--- config.mk ---
export PLATFORM = sky130hd
export DESIGN_NAME = internal_collision_arbiter
export DESIGN_NICKNAME = d
export VERILOG_FILES = /design/src/rtl/ica_pkg.sv /design/src/rtl/ica_min_tree.sv /design/src/rtl/ica_core.sv /design/src/rtl/internal_collision_arbiter.sv
export SDC_FILE = /design/constraint.sdc
export NUM_CORES = 1
export LEC_CHECK = 0
export BUFFER_PORTS_ARGS = -buffer_cell sky130_fd_sc_hd__buf_2
export CAP_MARGIN = 20
export CORE_UTILIZATION = 40
export CTS_CLUSTER_DIAMETER = 120
export DETAILED_ROUTE_END_ITERATION = 12
export MAX_ROUTING_LAYER = met4
export PLACE_DENSITY = 0.6
export SLEW_MARGIN = 20
export SYNTH_ARGS = -nofsm -noshare
export SYNTH_HDL_FRONTEND = slang
export SYNTH_HIERARCHICAL = 1
export SYNTH_SLANG_ARGS = --single-unit
--- constraint.sdc ---
create_clock -name clk -period 8.1 [get_ports clk]
set_input_delay 0.405 -clock clk [delete_from_list [all_inputs] [get_ports clk]]
set_output_delay 0.405 -clock clk [all_outputs]
set_load 0.03 [all_outputs]
--- src/rtl/ica_pkg.sv ---
// shared types and codes for the internal collision arbiter
// no dependencies
package ica_pkg;

  localparam logic [1:0] KIND_SCHEDULE = 2'd0;
  localparam logic [1:0] KIND_CANCEL   = 2'd1;
  localparam logic [1:0] KIND_TICK     = 2'd2;

  localparam logic [1:0] STATUS_OK        = 2'd0;
  localparam logic [1:0] STATUS_PENDING   = 2'd1;
  localparam logic [1:0] STATUS_NOT_AFTER = 2'd2;

  typedef struct packed {
    logic [1:0]  kind;
    logic [1:0]  queue_index;
    logic [31:0] start_time;
  } ica_in_t;

  typedef struct packed {
    logic [1:0]  status;
    logic        grant_valid;
    logic [1:0]  grant_queue;
    logic [3:0]  collision_mask;
    logic        next_valid;
    logic [31:0] next_time;
  } ica_out_t;

endpackage

--- src/rtl/ica_min_tree.sv ---
// minimum over the valid entries of a small set of times
// balanced compare tree, combinational; no package needed
module ica_min_tree #(
  parameter int N = 4,
  parameter int W = 32
) (
  input  logic [N-1:0] vld,
  input  logic [W-1:0] val [N],
  output logic         found,
  output logic [W-1:0] min_val
);

  localparam int L = (N > 1) ? $clog2(N) : 1;
  localparam int P = 1 << L;

  logic [P-1:0] v_lvl [L+1];
  logic [W-1:0] t_lvl [L+1][P];

  always_comb begin
    for (int lv = 0; lv <= L; lv++) begin
      v_lvl[lv] = '0;
      for (int i = 0; i < P; i++) begin
        t_lvl[lv][i] = '0;
      end
    end
    for (int i = 0; i < N; i++) begin
      v_lvl[0][i] = vld[i];
      t_lvl[0][i] = val[i];
    end
    for (int lv = 0; lv < L; lv++) begin
      for (int i = 0; i < P / 2; i++) begin
        if (i < (P >> (lv + 1))) begin
          v_lvl[lv+1][i] = v_lvl[lv][2*i] | v_lvl[lv][2*i+1];
          if (v_lvl[lv][2*i] &&
              (!v_lvl[lv][2*i+1] || (t_lvl[lv][2*i] <= t_lvl[lv][2*i+1]))) begin
            t_lvl[lv+1][i] = t_lvl[lv][2*i];
          end else begin
            t_lvl[lv+1][i] = t_lvl[lv][2*i+1];
          end
        end
      end
    end
  end

  assign found   = v_lvl[L][0];
  assign min_val = v_lvl[L][0] ? t_lvl[L][0] : '0;

endmodule

--- src/rtl/ica_core.sv ---
// queue state, time counter, arbitration and result register
// uses ica_pkg and ica_min_tree
module ica_core
  import ica_pkg::*;
#(
  parameter int NUM_QUEUES = 4,
  parameter int TIME_BITS  = 32
) (
  input  logic     clk,
  input  logic     rst_n,
  input  logic     item_vld,
  input  ica_in_t  item,
  output logic     out_valid,
  output ica_out_t out_item
);

  localparam int QW = $clog2(NUM_QUEUES);
  localparam logic [TIME_BITS-1:0] TIME_MAX = {TIME_BITS{1'b1}};

  logic [NUM_QUEUES-1:0] pending_r, pending_nxt;
  logic [TIME_BITS-1:0]  cur_r, cur_nxt;
  logic [TIME_BITS-1:0]  qtime_r   [NUM_QUEUES];
  logic [TIME_BITS-1:0]  qtime_nxt [NUM_QUEUES];

  logic [NUM_QUEUES-1:0] sel, wr_en, match, gnt_oh, lost;
  logic [QW-1:0]         gnt_idx;
  logic                  gnt_found;
  logic [TIME_BITS-1:0]  req_time, tick_time;
  logic                  pend_hit, not_after;
  logic                  min_found;
  logic [TIME_BITS-1:0]  min_time;

  logic     out_valid_r, out_valid_nxt;
  ica_out_t out_item_r, out_item_nxt;

  assign req_time  = TIME_BITS'(item.start_time);
  assign tick_time = (cur_r == TIME_MAX) ? cur_r : cur_r + 1'b1;

  always_comb begin
    for (int q = 0; q < NUM_QUEUES; q++) begin
      sel[q]   = (int'(item.queue_index) == q);
      match[q] = pending_r[q] && (qtime_r[q] == tick_time);
    end
    pend_hit  = |(sel & pending_r);
    not_after = (req_time <= cur_r);

    gnt_found = 1'b0;
    gnt_idx   = '0;
    gnt_oh    = '0;
    for (int q = 0; q < NUM_QUEUES; q++) begin
      if (match[q]) begin
        gnt_found = 1'b1;
        gnt_idx   = QW'(q);
        gnt_oh    = '0;
        gnt_oh[q] = 1'b1;
      end
    end
    lost = match & ~gnt_oh;

    wr_en        = '0;
    pending_nxt  = pending_r;
    cur_nxt      = cur_r;
    out_item_nxt = '0;
    if (item_vld) begin
      case (item.kind)
        KIND_SCHEDULE: begin
          if (pend_hit) begin
            out_item_nxt.status = STATUS_PENDING;
          end else if (|sel && not_after) begin
            out_item_nxt.status = STATUS_NOT_AFTER;
          end else begin
            wr_en       = sel;
            pending_nxt = pending_r | sel;
          end
        end
        KIND_CANCEL: begin
          pending_nxt = pending_r & ~sel;
        end
        KIND_TICK: begin
          cur_nxt                     = tick_time;
          pending_nxt                 = pending_r & ~match;
          out_item_nxt.grant_valid    = gnt_found;
          out_item_nxt.grant_queue    = 2'(gnt_idx);
          out_item_nxt.collision_mask = 4'(lost);
        end
        default: begin
        end
      endcase
    end

    for (int q = 0; q < NUM_QUEUES; q++) begin
      qtime_nxt[q] = wr_en[q] ? req_time : qtime_r[q];
    end
    out_item_nxt.next_valid = min_found;
    out_item_nxt.next_time  = 32'(min_time);
    out_valid_nxt           = item_vld;
  end

  ica_min_tree #(
    .N (NUM_QUEUES),
    .W (TIME_BITS)
  ) u_min (
    .vld     (pending_nxt),
    .val     (qtime_nxt),
    .found   (min_found),
    .min_val (min_time)
  );

  always_ff @(posedge clk) begin
    if (!rst_n) begin
      pending_r   <= '0;
      cur_r       <= '0;
      out_valid_r <= 1'b0;
    end else begin
      pending_r   <= pending_nxt;
      cur_r       <= cur_nxt;
      out_valid_r <= out_valid_nxt;
    end
  end

  always_ff @(posedge clk) begin
    out_item_r <= out_item_nxt;
    for (int q = 0; q < NUM_QUEUES; q++) begin
      if (wr_en[q]) begin
        qtime_r[q] <= req_time;
      end
    end
  end

  assign out_valid = out_valid_r;
  assign out_item  = out_item_r;

endmodule

--- src/rtl/internal_collision_arbiter.sv ---
// top level of the internal collision arbiter: input register and core
// uses ica_pkg and ica_core
// One transaction per clock while busy is low: busy is high in reset and until
// the first clock after reset is released, then stays low, and a transaction
// taken on start returns exactly one result, shown on out_item for one cycle
// with out_valid high. The result passes the input register and then the
// result register around the single arbitration stage (queue compare, priority
// grant, earliest-time tree). Results cannot be held off by the receiver.
module internal_collision_arbiter
  import ica_pkg::*;
#(
  parameter int NUM_QUEUES = 4,
  parameter int TIME_BITS  = 32
) (
  input  logic     clk,
  input  logic     rst_n,
  input  logic     start,
  output logic     busy,
  input  ica_in_t  in_item,
  output logic     out_valid,
  output ica_out_t out_item
);

  logic    busy_r, busy_nxt;
  logic    in_vld_r, in_vld_nxt;
  ica_in_t in_item_r;

  assign busy_nxt   = 1'b0;
  assign in_vld_nxt = start && !busy_r;

  always_ff @(posedge clk) begin
    if (!rst_n) begin
      busy_r   <= 1'b1;
      in_vld_r <= 1'b0;
    end else begin
      busy_r   <= busy_nxt;
      in_vld_r <= in_vld_nxt;
    end
  end

  always_ff @(posedge clk) begin
    if (in_vld_nxt) begin
      in_item_r <= in_item;
    end
  end

  assign busy = busy_r;

  ica_core #(
    .NUM_QUEUES (NUM_QUEUES),
    .TIME_BITS  (TIME_BITS)
  ) u_core (
    .clk       (clk),
    .rst_n     (rst_n),
    .item_vld  (in_vld_r),
    .item      (in_item_r),
    .out_valid (out_valid),
    .out_item  (out_item)
  );

endmodule

==> flow_summary.yaml <==
sta:
  setup_viol: 0
  clock.fmax_mhz: 126.6
  slew_headroom_pct: 31.99
  finClkSkew_ns: 0.02566
  fin_crit_ns: 7.901
  hold_violations: 0
  max_slew.worst_pin.slew_ns: 1.020
  whs_ns: 0.01606
  fin_tns_setup_ns: 0
  finalMaxSlewViolations: 0
  post-route-period-util_pct: 97.54
clock_network:
  clockBufferDepth: 3
  cts_buffers: 29
  clk_latency_ns: 0.58
  cts.clk_slew.worst_paths_ns: 0.06
  cts_tree: "built"
  htree_levels: 1
  cts_root_buffer: "clkbuf_16"
  cts.sinks: 244
critical_path:
  crit_fanout: 24
  required_ns: 8.53
  critical_path.most_common_cell: "buf_4"
  critPathCaptureType: "flop"
  regToRegSetupSlack_ns: 0.20
  cp-start-kind: "flop"
  critical-path-max-stage-delay_ns: 0.84
  r2r_cells: 25
  crit_type: "reg2reg"
  r2r_start: "u_core/cur_r[2]"
  crit_family: "simple AND/OR/NAND/NOR gates"
  crit_buf_inv: 4
  r2r-end: "u_core/out_item[31]"
  arrival_ns: 8.33
  slowest_stage: "or4_1"
global_route:
  overflow: 0
  grt_max_degree: 37
  grt_pass1_wl_mm: 107.7
  grtUsageTotal_pct: 36.99
  antenna_found_initial: 0
  grt_pass1_vias: 15150
synthesis:
  seq_area_frac_synth_pct: 31.80
  synth_xor_area_share_pct: 7.776
  synth_edf_count: 36
  muxShareOfSynthArea_pct: 12.93
  yosys.area_share.simple_pct: 16.29
  postSynthAreaPerCell_sq_um: 9.102
  netlist_area_sq_um: 16490
  ys_ff_latch: 244
  synth-adder-area-share_pct: 10.01
  synth_cells: 1812
  synth_ff_type: "dfxtp_1"
  synth_compound_area_share_pct: 15.29
  synthArstFlopShare_pct: 0
  ys_types: 101
  yosys.area.top_type: "dfxtp_1"
  ys_top_cells_by_area: "dfxtp_1 25%, ha_1 10%, mux2_2 8.7%, edfxtp_1 6.6%, xnor2_1 5.2%"
  synth_top_family_by_area: "simple AND/OR/NAND/NOR gates"
  syn-num-nets: 1983
  synth_top_cell_area_share_pct: 25.25
  yosys_warnings: 6
placement:
  routabilityCongestion: 1.064
  postPlaceCellArea_sq_um: 18340
  place_inst: 2483
  port_buffers: 81
  dpl.hpwl_mm: 61.35
drt:
  drc_errors: 0
  wl_mm: 75.77
  antenna_left: 0
  wl_met2_mm: 32.37
  vias_per_cell: 6.219
  wl_per_cell_um: 29.53
  top_layer_used: "met4"
  wl_met1_mm: 33.22
  drt_iter0_drc: 1873
  drtPass1Iterations: 6
  vias: 15960
  met3_length_mm: 6.532
pwr:
  p_total_w: 0.003439
  p_per_area_nw_per_um2: 174.5
  vdd_drop_max_uv: 127.7
  power_leakage_nw: 7.809
finish:
  layout.nets: 2182
  seq_area_sq_um: 5248
  multiInputGateArea_sq_um: 10380
  final_cells: 2566
  final_area_sq_um: 19700
  area_growth_pct: 19.45
  filler_cell_count: 3933
  diodes: 0
  final_common_cell: "dfxtp_1"
  final_cell_mix: "206 x dfxtp_1, 143 x inv_1, 141 x buf_4"
  drive_gt1_share_pct: 23.25
min_path:
  min_to: "in_item_r[21]"
  hold_path.startpoint: "in_item[21]"
  min_path_cells: 1
  hold_path.class: "in2reg"
floorplanning:
  die-area_sq_um: 42050
  coreArea_sq_um: 40740
  initial_core_util_pct: 40.49
  io_pins: 83
  die-height_um: 205.1
  fp.dieW_um: 205.1
  rows: 74
run_status:
  run_status: "finished clean"
run:
  cap_violations: 0
-- stage by stage --
stage               worst slack [ns]  util (%)
finish                        0.1993     48.36
global route                -0.04405     48.36
CTS                          0.09357     47.91
detailed placement          -0.07759     45.01
global placement              0.1124     44.99
floorplan                     0.6097         -
-- synthesized netlist by cell type (9+ instances only) --
library cell	count
xnor2_1	97
nor4_1	31
edfxtp_1	36
o2111ai_1	9
a21oi_1	98
ha_1	132
a211oi_1	13
nor2b_1	15
inv_1	143
and3_1	15
or4_1	16
or3_1	14
nor3_1	40
nor2_1	86
buf_2	27
nand3_1	49
nand2_1	100
xor2_1	36
o22ai_1	44
mux2_2	127
and2_1	10
buf_4	10
dfxtp_1	208
o21ai_0	80
nand2b_1	9
clkbuf_1	35
nand4_1	56
a21o_1	15
mux2i_1	68
a31oi_1	19
o31ai_1	11
-- worst max-delay path by stage --
stage / from / to / slack, ns / cells past startpoint
finish: u_core/cur_r[2] / u_core/out_item[31] / 0.20 / 25
CTS: u_core/cur_r[7] / u_core/out_item[31] / 0.09 / 30
global placement: u_core/cur_r[7] / u_core/out_item[16] / 0.11 / 31
floorplan: u_core/cur_r[13] / u_core/out_item[22] / 0.61 / 32
global route: u_core/cur_r[1] / u_core/out_item[31] / -0.04 / 30
detailed placement: u_core/cur_r[7] / u_core/out_item[8] / -0.08 / 30
-- final cells by class --
class / instances / area share [%]
multi-input combinational: 1340 / 52.70
sequential: 244 / 26.64
timing repair buffer: 251 / 9.437
clock buffer: 42 / 4.496
tap: 532 / 3.379
inverter: 145 / 2.782
clock inverter: 12 / 0.5716
-- kinds of logic (layout without fill, tap and decap cells) --
group                      count (synthesis)  count (layout)
adders and majority gates                132             132
muxes                                    196             196
buffers and inverters                    228             450
xor gates and xnor gates                 138             138
AOI/OAI and AO/OA                        381             381
other                                      1               1
DFF                                      244             244
and+or+nand+nor                          492             492
-- timing repair --
item                                    CTS  global route
cloned                                    0             1
hold endpoints to repair                 18             1
hold buffers                             18             1
endpoints found under the setup margin   32            32
pin swaps                                 0             4
gates resized for setup                   1            15
setup buffers                             0             9
-- power breakdown --
group | internal [W] | leakage, nW | switching (W)
registers | 0.00130 | 2.03 | 0.000126
logic | 0.000274 | 5.28 | 0.000382
clock network | 0.000794 | 0.492 | 0.000562
-- state kept, by name (all words and copies together) (netlist names) --
signal,flops
busy,1
in_item_r,36
in_vld_r,1
u_core/cur_r,32
u_core/out_item,41
u_core/out_valid,1
u_core/pending_r,4
u_core/qtime_r,128
-- layer usage --
metal | up-vias | global-route usage (%)
li1 | 7090 | -
met5 | - | -
met2 | 850 | 53.75
met1 | 7856 | 50.83
met3 | 162 | 5.075
met4 | 0 | 16.11
No activity file was read; power rests on OpenSTA's default activity.
